===== config.mk =====
export PLATFORM = sky130hd
export DESIGN_NAME = hid_boot_device_poller_top
export DESIGN_NICKNAME = d
export VERILOG_FILES = /design/src/hbdp_pkg.sv /design/src/hid_boot_device_poller_top.sv
export VERILOG_INCLUDE_DIRS = /design/src /design/src/src
export SDC_FILE = /design/constraint.sdc
export NUM_CORES = 1
export LEC_CHECK = 0
export BUFFER_PORTS_ARGS = -buffer_cell sky130_fd_sc_hd__buf_2
export CAP_MARGIN = 0
export CELL_PAD_IN_SITES_DETAIL_PLACEMENT = 1
export CELL_PAD_IN_SITES_GLOBAL_PLACEMENT = 2
export CORE_MARGIN = 2
export CORE_UTILIZATION = 41
export DETAILED_ROUTE_END_ITERATION = 10
export PLACE_DENSITY = 0.82
export SLEW_MARGIN = 10
export SYNTH_ARGS = -nofsm -noshare
export SYNTH_HDL_FRONTEND = slang
export SYNTH_SLANG_ARGS = --single-unit
export TNS_END_PERCENT = 30

===== constraint.sdc =====
create_clock -name clk -period 9.2 [get_ports clk]
set_input_delay 1.84 -clock clk [delete_from_list [all_inputs] [get_ports clk]]
set_output_delay 1.84 -clock clk [all_outputs]
set_load 0.1 [all_outputs]

===== src/hid_boot_device_poller_top_macros.svh =====
// ---------------------------------------------------------------------------
// hid_boot_device_poller_top_macros
// Assertion macros for the boot device poller, empty in synthesis.
// ---------------------------------------------------------------------------
`ifndef HID_BOOT_DEVICE_POLLER_TOP_MACROS_SVH
`define HID_BOOT_DEVICE_POLLER_TOP_MACROS_SVH

`ifndef SYNTHESIS

`define HBDP_ASSERT_IMP(lbl, a, b) \
  lbl: assert property (@(posedge clk) disable iff (rst) (a) |-> (b)) \
    else $error("implication check failed");

`define HBDP_ASSERT_NXT(lbl, a, b) \
  lbl: assert property (@(posedge clk) disable iff (rst) (a) |=> (b)) \
    else $error("next-cycle check failed");

`else

`define HBDP_ASSERT_IMP(lbl, a, b)

`define HBDP_ASSERT_NXT(lbl, a, b)

`endif

`endif


===== src/hbdp_pkg.sv =====
// ---------------------------------------------------------------------------
// hbdp_pkg
// Types and constants of the boot device poller.
// ---------------------------------------------------------------------------
package hbdp_pkg;

  localparam int unsigned PosW = 16;

  localparam logic [PosW-1:0] PosMax       = '1;
  localparam logic [7:0]      PollReset    = 8'd10;
  localparam logic [7:0]      IdleReset    = 8'd255;
  localparam logic [7:0]      DescIface    = 8'h04;
  localparam logic [7:0]      SubclassBoot = 8'h01;
  localparam logic [7:0]      ProtoKbd     = 8'h01;
  localparam logic [7:0]      ProtoMouse   = 8'h02;
  localparam logic [2:0]      SlotMouse    = 3'd5;
  localparam logic [2:0]      SlotOther    = 3'd6;
  localparam logic [3:0]      LenMouse     = 4'd4;
  localparam logic [3:0]      LenKbd       = 4'd8;
  localparam logic [3:0]      OffSubclass  = 4'd6;
  localparam logic [3:0]      OffProtocol  = 4'd7;

  typedef enum logic [1:0] {
    ACT_BYTE = 2'd0,
    ACT_STEP = 2'd1,
    ACT_DONE = 2'd2,
    ACT_TICK = 2'd3
  } action_t;

  typedef enum logic [1:0] {
    RESP_OK    = 2'd0,
    RESP_STALL = 2'd1,
    RESP_ERROR = 2'd2,
    RESP_OTHER = 2'd3
  } resp_t;

  typedef enum logic [2:0] {
    KIND_NONE   = 3'd0,
    KIND_KBD    = 3'd1,
    KIND_MOUSE  = 3'd2,
    KIND_UNREC  = 3'd3,
    KIND_ISSUE  = 3'd4,
    KIND_RPT_OK = 3'd5,
    KIND_RPT_ER = 3'd6,
    KIND_STALL  = 3'd7
  } kind_t;

  typedef enum logic [5:0] {
    PH_GET  = 6'b000001,
    PH_MSE1 = 6'b000010,
    PH_MSE2 = 6'b000100,
    PH_KBD1 = 6'b001000,
    PH_KBD2 = 6'b010000,
    PH_IDLE = 6'b100000
  } phase_t;

  typedef enum logic [1:0] {
    REG_SIM  = 2'd0,
    REG_POLL = 2'd1,
    REG_IDLE = 2'd2,
    REG_NONE = 2'd3
  } reg_idx_t;

endpackage


===== src/hid_boot_device_poller_top.sv =====
// ---------------------------------------------------------------------------
// hid_boot_device_poller_top
// Host-side sequencer for a boot keyboard or mouse: walks the configuration
// descriptor, detects the boot interface and drives the IN polling loop.
// Results are registered: out_valid rises in the cycle after a request is accepted.
// Throughput: one request per cycle while the result is taken; state updates in a single register pass.
// Reset: synchronous; state and config registers return to their defaults, output empties.
// ---------------------------------------------------------------------------
`include "hid_boot_device_poller_top_macros.svh"

module hid_boot_device_poller_top
  import hbdp_pkg::*;
(
  input  logic       clk,
  input  logic       rst,
  input  logic       in_valid,
  output logic       in_ready,
  input  logic [1:0] action,
  input  logic [7:0] data_byte,
  input  logic [1:0] response,
  output logic       out_valid,
  input  logic       out_ready,
  output logic [2:0] kind,
  output logic [7:0] protocol,
  output logic [2:0] endpoint_slot,
  output logic [3:0] request_length,
  input  logic       cfg_write,
  input  logic [1:0] cfg_index,
  input  logic [7:0] cfg_data
);

  logic            sim_mode;
  logic [7:0]      poll_interval;
  logic [7:0]      idle_interval;

  phase_t          phase, phase_next;
  logic            slot_assigned, slot_assigned_next;
  logic            slot_busy, slot_busy_next;
  logic [2:0]      slot_number, slot_number_next;
  logic [1:0]      last_response, last_response_next;
  logic [7:0]      wait_count, wait_count_next;
  logic [PosW-1:0] byte_position, byte_position_next;
  logic [PosW-1:0] next_header_position, next_header_position_next;
  logic [PosW-1:0] total_length, total_length_next;
  logic            iface_found, iface_found_next;
  logic [PosW-1:0] iface_start, iface_start_next;
  logic [7:0]      iface_subclass, iface_subclass_next;
  logic [7:0]      iface_protocol, iface_protocol_next;
  logic [7:0]      hdr_len, hdr_len_next;
  logic            walk_stopped, walk_stopped_next;

  logic            in_fire;
  logic [2:0]      kind_next;
  logic [7:0]      proto_next;
  logic [3:0]      len_next;

  logic            take_ok;
  logic [PosW-1:0] tl_new;
  logic            walk_on;
  logic            at_hdr;
  logic            at_type;
  logic [PosW:0]   hdr_sum;
  logic [PosW-1:0] hdr_sat;
  logic            at_sub;
  logic            at_proto;
  logic [7:0]      detected;
  logic            is_mouse;
  logic            wait_zero;

  assign in_ready = !out_valid || out_ready;
  assign in_fire  = in_valid && in_ready;

  assign take_ok = byte_position != PosMax;
  assign tl_new  = (byte_position == PosW'(2)) ? {total_length[15:8], data_byte} :
                   (byte_position == PosW'(3)) ? {data_byte, total_length[7:0]} :
                   total_length;
  assign walk_on = !walk_stopped && !iface_found && (next_header_position < tl_new);
  assign at_hdr  = byte_position == next_header_position;
  assign at_type = {1'b0, byte_position} == ({1'b0, next_header_position} + (PosW+1)'(1));
  assign hdr_sum = {1'b0, next_header_position} + {{(PosW-7){1'b0}}, hdr_len};
  assign hdr_sat = hdr_sum[PosW] ? PosMax : hdr_sum[PosW-1:0];
  assign at_sub  = iface_found &&
                   ({1'b0, byte_position} == ({1'b0, iface_start} + (PosW+1)'(OffSubclass)));
  assign at_proto = iface_found &&
                    ({1'b0, byte_position} == ({1'b0, iface_start} + (PosW+1)'(OffProtocol)));

  assign detected = (!iface_found || (iface_start >= total_length) ||
                     (iface_subclass != SubclassBoot)) ? 8'd0 : iface_protocol;
  assign is_mouse = (phase == PH_MSE1) || (phase == PH_MSE2);
  assign wait_zero = sim_mode || (wait_count == 8'd0);

  always_comb begin
    phase_next                = phase;
    slot_assigned_next        = slot_assigned;
    slot_busy_next            = slot_busy;
    slot_number_next          = slot_number;
    last_response_next        = last_response;
    wait_count_next           = wait_count;
    byte_position_next        = byte_position;
    next_header_position_next = next_header_position;
    total_length_next         = total_length;
    iface_found_next          = iface_found;
    iface_start_next          = iface_start;
    iface_subclass_next       = iface_subclass;
    iface_protocol_next       = iface_protocol;
    hdr_len_next              = hdr_len;
    walk_stopped_next         = walk_stopped;
    kind_next                 = KIND_NONE;
    proto_next                = 8'd0;
    len_next                  = 4'd0;

    unique case (action_t'(action))
      ACT_BYTE: begin
        if (take_ok) begin
          total_length_next = tl_new;
          if (walk_on) begin
            if (at_hdr) begin
              hdr_len_next = data_byte;
            end else if (at_type) begin
              if (data_byte == DescIface) begin
                iface_found_next = 1'b1;
                iface_start_next = next_header_position;
              end else if (hdr_len == 8'd0) begin
                walk_stopped_next = 1'b1;
              end else if (hdr_len == 8'd1) begin
                next_header_position_next = byte_position;
                hdr_len_next = data_byte;
              end else begin
                next_header_position_next = hdr_sat;
              end
            end
          end
          if (at_sub) begin
            iface_subclass_next = data_byte;
          end
          if (at_proto) begin
            iface_protocol_next = data_byte;
          end
          byte_position_next = byte_position + PosW'(1);
        end
      end
      ACT_DONE: begin
        if (slot_busy) begin
          slot_busy_next = 1'b0;
          last_response_next = response;
        end
      end
      ACT_TICK: begin
        if (wait_count != 8'd0) begin
          wait_count_next = wait_count - 8'd1;
        end
      end
      ACT_STEP: begin
        if (!(slot_assigned && slot_busy)) begin
          if (sim_mode) begin
            wait_count_next = 8'd0;
          end
          if (wait_zero) begin
            unique case (phase)
              PH_GET: begin
                proto_next = detected;
                slot_number_next = (detected == ProtoMouse) ? SlotMouse : SlotOther;
                slot_assigned_next = 1'b1;
                if (detected == ProtoKbd) begin
                  kind_next = KIND_KBD;
                  phase_next = PH_KBD1;
                end else if (detected == ProtoMouse) begin
                  kind_next = KIND_MOUSE;
                  phase_next = PH_MSE1;
                end else begin
                  kind_next = KIND_UNREC;
                end
              end
              PH_MSE1, PH_KBD1: begin
                kind_next = KIND_ISSUE;
                len_next = is_mouse ? LenMouse : LenKbd;
                proto_next = is_mouse ? ProtoMouse : ProtoKbd;
                slot_busy_next = 1'b1;
                phase_next = is_mouse ? PH_MSE2 : PH_KBD2;
              end
              PH_MSE2, PH_KBD2: begin
                proto_next = is_mouse ? ProtoMouse : ProtoKbd;
                if (last_response == RESP_STALL) begin
                  kind_next = KIND_STALL;
                  phase_next = PH_IDLE;
                end else begin
                  kind_next = (last_response == RESP_ERROR) ? KIND_RPT_ER : KIND_RPT_OK;
                  phase_next = is_mouse ? PH_MSE1 : PH_KBD1;
                  wait_count_next = poll_interval;
                end
              end
              PH_IDLE: begin
                wait_count_next = idle_interval;
              end
              default: begin
              end
            endcase
          end
        end
      end
      default: begin
      end
    endcase
  end

  always_ff @(posedge clk) begin
    if (rst) begin
      sim_mode      <= 1'b0;
      poll_interval <= PollReset;
      idle_interval <= IdleReset;
    end else if (cfg_write) begin
      unique case (reg_idx_t'(cfg_index))
        REG_SIM:  sim_mode      <= cfg_data[0];
        REG_POLL: poll_interval <= cfg_data;
        REG_IDLE: idle_interval <= cfg_data;
        default: begin
        end
      endcase
    end
  end

  always_ff @(posedge clk) begin
    if (rst) begin
      phase                <= PH_GET;
      slot_assigned        <= 1'b0;
      slot_busy            <= 1'b0;
      slot_number          <= 3'd0;
      last_response        <= 2'd0;
      wait_count           <= 8'd0;
      byte_position        <= '0;
      next_header_position <= '0;
      total_length         <= PosMax;
      iface_found          <= 1'b0;
      iface_start          <= '0;
      iface_subclass       <= 8'd0;
      iface_protocol       <= 8'd0;
      hdr_len              <= 8'd0;
      walk_stopped         <= 1'b0;
    end else if (in_fire) begin
      phase                <= phase_next;
      slot_assigned        <= slot_assigned_next;
      slot_busy            <= slot_busy_next;
      slot_number          <= slot_number_next;
      last_response        <= last_response_next;
      wait_count           <= wait_count_next;
      byte_position        <= byte_position_next;
      next_header_position <= next_header_position_next;
      total_length         <= total_length_next;
      iface_found          <= iface_found_next;
      iface_start          <= iface_start_next;
      iface_subclass       <= iface_subclass_next;
      iface_protocol       <= iface_protocol_next;
      hdr_len              <= hdr_len_next;
      walk_stopped         <= walk_stopped_next;
    end
  end

  always_ff @(posedge clk) begin
    if (rst) begin
      out_valid <= 1'b0;
    end else if (in_fire) begin
      out_valid <= 1'b1;
    end else if (out_ready) begin
      out_valid <= 1'b0;
    end
  end

  always_ff @(posedge clk) begin
    if (in_fire) begin
      kind           <= kind_next;
      protocol       <= proto_next;
      endpoint_slot  <= slot_number_next;
      request_length <= len_next;
    end
  end

  `HBDP_ASSERT_IMP(a_busy_assigned, slot_busy, slot_assigned)
  `HBDP_ASSERT_IMP(a_len_on_issue, out_valid && (kind == KIND_ISSUE),
                   (request_length == LenMouse) || (request_length == LenKbd))
  `HBDP_ASSERT_NXT(a_fire_valid, in_fire, out_valid)
  `HBDP_ASSERT_NXT(a_tick_count, in_fire && (action == ACT_TICK) && (wait_count != 8'd0),
                   wait_count == ($past(wait_count) - 8'd1))

endmodule


# Word-level counts from Yosys, hierarchy flattened
# Index checks and enable logic that the tools add are counted.
[word_totals] regBits=147 input_bits=27 out_inout_bits=20 elab_cells=157
[op_classes] add_sub_neg=6 order_cmp=2 n_eq_ne=32 muxes=42 n_bitwise=7 n_reduce_logical=45
[op_table] cell="2-to-1 mux 8 bit" n=11
[op_table] cell="2-to-1 mux 16 bit" n=4
[op_table] cell="equality test 16 x 17 -> 1 bit" n=3
[op_table] cell="one-hot mux 8 bit (2 select lines)" n=3
[op_table] cell="adder 16 x 3 -> 17 bit (second input constant)" n=2
[op_table] cell="equality test 16 x 2 -> 1 bit (second input constant)" n=2
[op_table] cell="AND reduction 8 bit" n=3
[op_table] cell="2-to-1 mux 6 bit" n=3
[op_table] cell="one-hot mux 6 bit (3 select lines)" n=1
[op_table] cell="adder 16 x 1 -> 17 bit (second input constant)" n=1
[op_table] cell="adder 16 x 8 -> 17 bit" n=1
[op_table] cell="adder 16 x 1 -> 16 bit (second input constant)" n=1
[op_table] cell="equality test 16 bit" n=1
[op_table] cell="equality test 8 x 1 -> 1 bit (second input constant)" n=2
[op_table] cell=">= comparator 16 bit" n=1
[op_table] cell="zero test 8 bit" n=2
[op_table] cell="< comparator 16 bit" n=1
[op_table] cell="!= test 16 bit (second input constant)" n=1
[op_table] cell="2-to-1 mux 3 bit" n=4
[op_table] cell="AND reduction 4 bit" n=3
[op_table] cell="2-to-1 mux 2 bit" n=5
[op_table] cell="!= test 2 bit (second input constant)" n=5
[op_table] cell="AND reduction 5 bit" n=2
[op_table] cell="nonzero test 2 bit" n=5
[op_table] cell="other kinds (33)" n=67

# Longest topological paths before layout
# Gate-level depths: netlist of run 1.
[depth] word_depth=10 ltp_mapped=17 ltp_nobuf=13

# Worst setup path after synthesis of run 1
# Ideal clock, no wire load.
[synth_path] path_kind="input to register" from="input port out_ready" to="register iface_subclass[0]" arrival_ps=4972 t_required_ps=9128 path_slack_ps=4156 path_stages=7 path_buffers=0 path_cell_list="nand2b_1 -> nand2_1 -> nor4_2 -> nand2_1 -> or4_1 -> nor4_4 -> mux2i_1"
[synth_via] elab_chain_len=3
[synth_lines] item="from (decl)" line="hid_boot_device_poller_top.sv:22" text="input logic out_ready,"
[synth_lines] item="logical OR 1 bit" line="hid_boot_device_poller_top.sv:70" text="assign in_ready = !out_valid || out_ready;"
[synth_lines] item="logical AND 1 bit" line="hid_boot_device_poller_top.sv:71" text="assign in_fire = in_valid && in_ready;"
[synth_lines] item="AND reduction 4 bit (no line)"
[synth_lines] item="to (signal assigned)" line="hid_boot_device_poller_top.sv:251" text="iface_subclass <= iface_subclass_next;"
[synth_lines] item="to (decl)" line="hid_boot_device_poller_top.sv:47" text="logic [7:0] iface_subclass, iface_subclass_next;"
# No other way between the ends.
# A chain may end at the register's enable or synchronous reset.

# Worst setup path in the final report of run 1
[layout_path] from="register byte_position[10]" to="register next_header_position[13]"
[layout_via] elab_chain_len=6 elab_cells_between_ends=11 cone_classes="1 x order compare; 5 x eq/ne; 2 x mux; 1 x bitwise; 2 x reduce/logical"
[layout_lines] item="from (decl)" line="hid_boot_device_poller_top.sv:42" text="logic [PosW-1:0] byte_position, byte_position_next;"
[layout_lines] item="from (signal assigned)" line="hid_boot_device_poller_top.sv:246" text="byte_position <= byte_position_next;"
[layout_lines] item="equality test 16 x 2 -> 1 bit" line="hid_boot_device_poller_top.sv:75" text="(byte_position == PosW'(3)) ? {data_byte, total_length[7:0]} :"
[layout_lines] item="2-to-1 mux 16 bit" line="hid_boot_device_poller_top.sv:75"
[layout_lines] item="2-to-1 mux 16 bit" line="hid_boot_device_poller_top.sv:74" text="assign tl_new = (byte_position == PosW'(2)) ? {total_length[15:8], data_byte} :"
[layout_lines] item="< comparator 16 bit" line="hid_boot_device_poller_top.sv:77" text="assign walk_on = !walk_stopped && !iface_found && (next_header_position < tl_new);"
[layout_lines] item="logical AND 1 bit" line="hid_boot_device_poller_top.sv:77"
[layout_lines] item="AND reduction 8 bit (no line) *"
[layout_lines] item="to (signal assigned)" line="hid_boot_device_poller_top.sv:247" text="next_header_position <= next_header_position_next;"
[layout_lines] item="to (decl)" line="hid_boot_device_poller_top.sv:43" text="logic [PosW-1:0] next_header_position, next_header_position_next;"
# Mark *: on every way between the ends. The rest lies on a longest branch, timed or not.

==> results of run 1 <==
-- registers in the layout (all words and copies together) (netlist names), 6 cells and up --
| signal | cells |
|---|---|
| poll_interval | 8 |
| phase | 6 |
| next_header_position | 16 |
| byte_position | 16 |
| idle_interval | 8 |
| iface_protocol | 8 |
| total_length | 16 |
| iface_subclass | 8 |
| iface_start | 16 |
| wait_count | 8 |
| hdr_len | 8 |
| protocol | 8 |
-- synth_stat cells (33+ instances only) --
cell type,n
nor3_1,33
nand3_1,61
clkbuf_1,59
inv_1,35
o21ai_0,68
a21oi_1,64
ha_1,48
mux2i_1,47
nor2_1,79
nand2_1,118
xor2_1,40
dfxtp_1,129
-- stage by stage --
stage / instance area, um^2 / std cells / utilization (%)
6_report: 10200 / 1437 / 45.5
5_1_grt: 10200 / 1437 / 45.5
4_1_cts: 10200 / 1437 / 45.5
3_5_place_dp: 9650 / 1405 / 43.0
3_3_place_gp: 9650 / 1405 / 43.0
2_1_floorplan: 9300 / 1143 / -
-- placed cells by master (no fill, tap or decap), types with 16 or more instances in the layout --
cell / count
a21oi_1: 64
a31oi_1: 16
buf_2: 44
clkbuf_16: 17
dfxtp_1: 129
edfxtp_1: 16
ha_1: 48
inv_1: 34
mux2i_1: 47
nand2_1: 118
nand3_1: 61
nand4_1: 26
nor2_1: 79
nor3_1: 33
o211ai_1: 19
o21ai_0: 68
xnor2_1: 29
xor2_1: 40
-- path summary, 6_finish.rpt --
kind | from | endpoint | slack, ps | cells past startpoint
min | slot_number[2]$_SDFFE_PP0P_ | slot_number[2]$_SDFFE_PP0P_ | 460 | 2
max reg2reg | byte_position[10]$_SDFFE_PP0P_ | next_header_position[13]$_SDFFE_PP0P_ | 4010 | 11
min reg2reg | slot_number[2]$_SDFFE_PP0P_ | slot_number[2]$_SDFFE_PP0P_ | 460 | 2
max | byte_position[10]$_SDFFE_PP0P_ | next_header_position[13]$_SDFFE_PP0P_ | 4010 | 11
-- per-layer routing --
| metal | vias to the layer above | wire length, um | part of all wire [%] |
|---|---|---|---|
| met5 | - | 0 | 0 |
| met4 | 0 | 587 | 2.0 |
| met3 | 33 | 900 | 3.0 |
| met2 | 155 | 13700 | 46 |
| met1 | 4285 | 14700 | 49 |
| li1 | 4192 | - | - |
-- cell families (layout without fill, tap and decap cells) --
family | count (synthesis) | after routing
and+or+nand+nor | 434 | 434
AOI/OAI and AO/OA | 282 | 282
DFF | 145 | 145
buffers and inverters | 113 | 122
xor gates and xnor gates | 69 | 69
adders and majority gates | 49 | 49
muxes | 49 | 49
other | 1 | 2
-- power by group through the flow --
stage | combinational (mW) | clock [mW] | sequential, mW
global placement | 0.181 | 0 | 0.684
finish | 0.185 | 0.685 | 0.670
CTS | 0.185 | 0.695 | 0.670
floorplan | 0.105 | 0 | 0.715
detailed placement | 0.184 | 0 | 0.684
global route | 0.202 | 0.722 | 0.673
-- cell type report --
cell class / count / area, um^2
Inverter: 35 / 131
Timing Repair Buffer: 55 / 303
Clock buffer: 17 / 425
Clock inverter: 15 / 144
Fill cell: 2689 / 12200
Multi-Input combinational cell: 885 / 5790
Sequential cell: 145 / 3060
Tap cell: 285 / 357
-- critical path: stages, from the launching register on --
cell	delay, ps
dfxtp_1	480
or4_1	580
nand4bb_1	700
mux2i_1	440
ha_1	320
a21oi_1	160
a21boi_0	110
a2111o_1	380
o31a_1	290
or4_1	930
nor2_2	500
a211oi_1	130
==> out/metrics.csv, run 1 <==
stage,metric,value,unit
grt,grt_pass1_vias,8616,
sta,whs,464,ps
grt,grt_antenna_before_repair,0,
synthesis,synth_compound_area_share,19.8,%
clocking,cts_tree,done,
grt,overflow,0,
synthesis,synth_adder_area_share,6.68,%
synthesis,synth.cell_area,0.00930,mm^2
clocking,cts_hold_buf,0,
floorplanning,io_pins,47,
synthesis,synth.area.top_cells,"dfxtp_1 (28%), ha_1 (6.5%), edfxtp_1 (5.2%)",
floorplanning,die-area,0.0239,mm^2
clocking,cts_buffers,17,
synthesis,ys_seq_area_share,33.0,%
detailed_routing,drt_first_pass_iters,5,
synthesis,synth_seq_cells,145,
min_path,worstHoldPathType,reg2reg,
power_and_ir_drop,p_total,1.54,mW
sta,max_clock_freq,193,MHz
power_and_ir_drop,ir_worst_vdd,0.122,mV
synthesis,synth_top_family_by_area,simple AND/OR/NAND/NOR gates,
floorplanning,chipWidth,155,um
detailed_routing,wl_per_cell,20.8,um
power_and_ir_drop,leakage,4.31,nW
sta,worstMarginPinSlew,1110,ps
placed_design,portBuffers,44,
worst_setup_path,worstPathRequired,9470,ps
detailed_routing,drtIter0Drc,651,
job,maxCapViolations,0,
sta,final_max_slew_viol_count,0,
clocking,clockBufferDepth,2,
synthesis,synth_top_area_share,27.8,%
synthesis,yosys.area_share.simple,23.9,%
clocking,h-tree-depth,4,
synthesis,synth_xor_area_share,6.50,%
sta,rsz0062_at_grt,no,
clocking,cts-root-buf,clkbuf_16,
clocking,clock-sinks,145,
clocking,post_cts_buffers,0,
worst_setup_path,crit_type,reg2reg,
clocking,cts_resized,0,
synthesis,synth_top_area_cell,dfxtp_1,
worst_setup_path,cp_max_fo,26,
synthesis,synth_cell_types,77,
sta,fin_crit,5190,ps
sta,setup_ws,4010,ps
final_layout,diodes,0,
grt,grt_use_met3,2.69,%
worst_setup_path,start_kind,flop,
grt,top_usage_layer,met2,
worst_setup_path,critPathCaptureType,flop,
power_and_ir_drop,power_density,151,mW/mm^2
grt,grt_use_met2,40.7,%
power_and_ir_drop,comb_power_share,12.0,%
power_and_ir_drop,seqPwrFrac,43.5,%
sta,setup_viol,0,
detailed_routing,vias,8665,
sta,hold_viol,0,
final_layout,area_delta_synth_final,9.89,%
detailed_routing,wirelength,29900,um
synthesis,async_flop_share,0,%
sta,clock_skew,12.7,ps
worst_setup_path,arrival,5460,ps
floorplanning,core,0.0224,mm^2
status,outcome,finished clean,
floorplanning,die_y,155,um
synthesis,synthCells,1142,
floorplanning,rows,55,
grt,grt_pass1_wl,47800,um
floorplanning,start_util,41.4,%
synthesis,synth_edf_count,16,
placed_design,gp_congestion,0.842,
final_layout,drive_gt1_share,9.03,%
synthesis,synth_area_per_cell,8.14,um^2
sta,max_slew_margin,25.8,%
power_and_ir_drop,p_int,1.07,mW
grt,met1_usage,35.8,%
clocking,cts.clk_slew.worst_paths,70,ps
grt,grt_usage,25.3,%
synthesis,synth.area.mux_share,5.30,%
power_and_ir_drop,p_switching,0.474,mW
placed_design,post-dp-hpwl,22000,um
sta,period_share,56.4,%
detailed_routing,route.antenna.remaining_nets,0,
grt,grt_max_degree,82,
detailed_routing,drcViolationCount,0,
detailed_routing,viasPerCell,6.03,
synthesis,ys_warn_count,0,
power_and_ir_drop,swShare,30.8,%
placed_design,place_ws,3910,ps
clocking,worstSkewPairLatency,440,ps
final_layout,nets,1215,
power_and_ir_drop,clkPwrFrac,44.5,%
synthesis,synth_ff_type,dfxtp_1,
sta,finalSetupTns,0,ps
Power figures use the tool's default switching activity.
==> run 2: changes to the inputs <==
--- a/config.mk
+++ b/config.mk
@@ -6,14 +6,15 @@
 export SDC_FILE = /design/constraint.sdc
 export NUM_CORES = 1
 export LEC_CHECK = 0
+export ABC_AREA = 1
 export BUFFER_PORTS_ARGS = -buffer_cell sky130_fd_sc_hd__buf_2
 export CAP_MARGIN = 0
 export CELL_PAD_IN_SITES_DETAIL_PLACEMENT = 1
 export CELL_PAD_IN_SITES_GLOBAL_PLACEMENT = 2
 export CORE_MARGIN = 2
-export CORE_UTILIZATION = 41
+export CORE_UTILIZATION = 35
 export DETAILED_ROUTE_END_ITERATION = 10
-export PLACE_DENSITY = 0.82
+export PLACE_DENSITY = 0.77
 export SLEW_MARGIN = 10
 export SYNTH_ARGS = -nofsm -noshare
 export SYNTH_HDL_FRONTEND = slang
==> constraint.sdc (replaced) <==
create_clock -name clk -period 5.3 [get_ports clk]
set_input_delay 1.06 -clock clk [delete_from_list [all_inputs] [get_ports clk]]
set_output_delay 1.06 -clock clk [all_outputs]
set_load 0.1 [all_outputs]
==> out/metrics.csv, run 2 <==
stage,metric,value,unit
status,outcome,finished clean,
placed_design,dp.cells,1791,
grt,grt_antenna_before_repair,0,
power_and_ir_drop,p_switching,0.807,mW
worst_setup_path,r2r_start,byte_position[1]$_SDFFE_PP0P_,
final_layout,fillers,3529,
sta,period_share,80.6,%
final_layout,drive_gt1_share,7.56,%
worst_setup_path,arrival,4610,ps
synthesis,synthMostInstantiatedCell,nand2_1,
worst_setup_path,critPathCaptureType,flop,
final_layout,layout_commonest_cell,nand2_1,
floorplanning,start_util,35.6,%
detailed_routing,drt_first_pass_iters,5,
synthesis,synth_compound_area_share,14.0,%
final_layout,area_delta_synth_final,10.4,%
sta,max_clock_freq,234,MHz
final_layout,final_cell_mix,"nand2_1 (320), nor2_1 (212), inv_1 (189)",
synthesis,synth_adder_area_share,6.46,%
worst_setup_path,cp_cell_sequence,ha_1 -> inv_1 -> nor4_1 -> nand2_1 -> o21ai_0 -> inv_1 -> ha_1 -> nand2_1 -> nor4_1 -> nand2_4 -> nand2_1 -> o21ai_0 -> nand2_1 -> nor2_1,
clocking,clockBufferDepth,2,
power_and_ir_drop,ir_worst_vdd,0.197,mV
synthesis,ys_seq_area_share,31.9,%
grt,grt_use_met2,36.6,%
synthesis,synth_top_family_by_area,simple AND/OR/NAND/NOR gates,
floorplanning,core,0.0270,mm^2
floorplanning,die_y,170,um
min_path,worstHoldPathType,reg2reg,
clocking,cts.clk_slew.worst_paths,70,ps
clocking,worstSkewPairLatency,450,ps
grt,grt_use_met3,3.17,%
synthesis,synth_cell_types,55,
worst_setup_path,worstReg2RegEnd,hdr_len[0]$_SDFFE_PP0P_,
worst_setup_path,crit_start,byte_position[1]$_SDFFE_PP0P_,
clocking,cts_buffers,17,
placed_design,place_ws,1050,ps
floorplanning,die-area,0.0288,mm^2
power_and_ir_drop,power_density,249,mW/mm^2
sta,setup_ws,1030,ps
sta,setup_viol,0,
sta,clock_skew,13.7,ps
synthesis,synth_xor_area_share,5.74,%
grt,overflow,0,
worst_setup_path,cp_max_fo,16,
worst_setup_path,reg2reg_slack,1030,ps
synthesis,synthCells,1447,
job,maxCapViolations,0,
detailed_routing,wl_per_cell,17.7,um
sta,finalSetupTns,0,ps
synthesis,synth.area.mux_share,0,%
grt,grt_max_degree,45,
detailed_routing,route.antenna.remaining_nets,0,
detailed_routing,wirelength,32300,um
power_and_ir_drop,p_int,1.83,mW
floorplanning,rows,60,
final_layout,diodes,0,
clocking,cts_hold_buf,0,
synthesis,async_flop_share,0,%
power_and_ir_drop,swShare,30.6,%
floorplanning,chipWidth,170,um
worst_setup_path,crit_path_max_incr_delay,730,ps
final_layout,seq_area,0.00306,mm^2
clocking,clock-sinks,145,
synthesis,synth_area_per_cell,6.64,um^2
clocking,post_cts_buffers,0,
power_and_ir_drop,seqPwrFrac,44.1,%
worst_setup_path,worstPathRequired,5630,ps
clocking,h-tree-depth,4,
grt,top_usage_layer,met2,
synthesis,synth_seq_cells,145,
synthesis,ys_warn_count,0,
placed_design,gp_congestion,0.882,
worst_setup_path,crit_end,hdr_len[0]$_SDFFE_PP0P_,
floorplanning,io_pins,47,
detailed_routing,drtIter0Drc,519,
placed_design,post-dp-hpwl,24800,um
sta,hold_viol,0,
synthesis,synth_edf_count,16,
sta,final_max_slew_viol_count,0,
worst_setup_path,cpMaxStageDelayCell,nor4_1,
final_layout,multi_input_area,0.00555,mm^2
power_and_ir_drop,clkPwrFrac,44.4,%
grt,met1_usage,33.7,%
final_layout,instances_no_fill,1823,
sta,worstMarginPinSlew,1000,ps
worst_setup_path,crit_type,reg2reg,
final_layout,nets,1545,
synthesis,synth.area.top_cells,"dfxtp_1 (27%), nand2_1 (13%), nor2_1 (8.3%)",
power_and_ir_drop,leakage,5.33,nW
synthesis,synth_ff_type,dfxtp_1,
grt,grt_pass1_vias,9347,
power_and_ir_drop,comb_power_share,11.5,%
worst_setup_path,start_kind,flop,
detailed_routing,viasPerCell,5.15,
synthesis,yosys.area_share.simple,31.5,%
clocking,cts_resized,0,
grt,grt_pass1_wl,51800,um
worst_setup_path,path_common_cell,nand2_1,
clocking,cts_tree,done,
synthesis,synth.cell_area,0.00961,mm^2
sta,rsz0062_at_grt,no,
worst_setup_path,reg2regPathDepth,14,
detailed_routing,vias,9392,
placed_design,portBuffers,44,
grt,grt_usage,23.2,%
synthesis,synthTopCellsByCount,"nand2_1 (320), nor2_1 (212), inv_1 (190)",
synthesis,synth_top_area_share,26.9,%
synthesis,synth_top_area_cell,dfxtp_1,
sta,fin_crit,4270,ps
detailed_routing,drcViolationCount,0,
sta,max_slew_margin,33.1,%
clocking,cts-root-buf,clkbuf_16,
[run 2: cell types whose count changed in the layout (fill, tap and decap cells not counted), sizes merged, moves of 12 or more]
| cell | delta |
|---|---|
| a21oi | +17 |
| o211ai | -14 |
| inv | +160 |
| nand2 | +208 |
| nor2 | +137 |
| o21ai | +25 |
| mux2i | -47 |
| nor2b | -12 |
| or4 | -13 |
| nor3 | +16 |
[run 2: cell type report]
cell class,instances,area share [%]
well taps,341,4.02
repair buffers,51,2.57
flip-flops and latches,145,28.9
clock inverters,15,1.19
multi-input cells,1058,52.4
inverters,196,6.94
clock buffers,17,4.01
[run 2: how the worst min path moves through the flow]
| stage | startpoint | endpoint | slack (ps) | cells past startpoint |
|---|---|---|---|---|
| 6_report | poll_interval[6]$_SDFFE_PP0P_ | poll_interval[6]$_SDFFE_PP0P_ | 460 | 2 |
| 3_3_place_gp | idle_interval[5]$_SDFFE_PP1P_ | idle_interval[5]$_SDFFE_PP1P_ | 440 | 2 |
| 3_5_place_dp | idle_interval[4]$_SDFFE_PP1P_ | idle_interval[4]$_SDFFE_PP1P_ | 450 | 2 |
| 4_1_cts | poll_interval[6]$_SDFFE_PP0P_ | poll_interval[6]$_SDFFE_PP0P_ | 460 | 2 |
| 5_1_grt | poll_interval[5]$_SDFFE_PP0P_ | poll_interval[5]$_SDFFE_PP0P_ | 480 | 2 |
| 2_1_floorplan | poll_interval[4]$_SDFFE_PP0P_ | poll_interval[4]$_SDFFE_PP0P_ | 420 | 2 |
[run 2: kinds of logic after synthesis]
logic type,Yosys count
buffers and inverters,245
other,1
xor gates and xnor gates,63
AOI/OAI and AO/OA,235
adders and majority gates,49
and+or+nand+nor,709
DFF,145
[run 2: power by group through the flow]
stage	logic [mW]	registers, mW	clock network, mW
after floorplan	0.169	1.24	0
final	0.304	1.16	1.17
after CTS	0.307	1.16	1.21
after global placement	0.301	1.19	0
after global routing	0.339	1.17	1.25
after detailed placement	0.305	1.19	0
[run 2: metal layers]
metal  vias to the layer above  routed length (um)  share of wire [%]
met1                      4512               16700                 52
met2                       120               14200                 44
li1                       4742                   -                  -
met4                         0                 269               0.83
met5                         -                   0                  0
met3                        18                1000                3.1
[run 2: stage by stage]
step           area (um^2)  hold WS [ps]  utilization, %  power, mW
4_1_cts              10600           461            39.3       2.68
5_1_grt              10600           484            39.3       2.76
2_1_floorplan         9610           425               -       1.41
3_3_place_gp         10100           439            37.3       1.49
6_report             10600           456            39.3       2.64
3_5_place_dp         10100           446            37.3       1.49
[run 2: critical path, delay by kind of cell (launching register included)]
| family | cells | cell delay (ps) |
|---|---|---|
| and+or+nand+nor | 8 | 2530 |
| adders and majority gates | 2 | 540 |
| DFF | 1 | 520 |
| AOI/OAI and AO/OA | 2 | 420 |
| buffers and inverters | 2 | 160 |
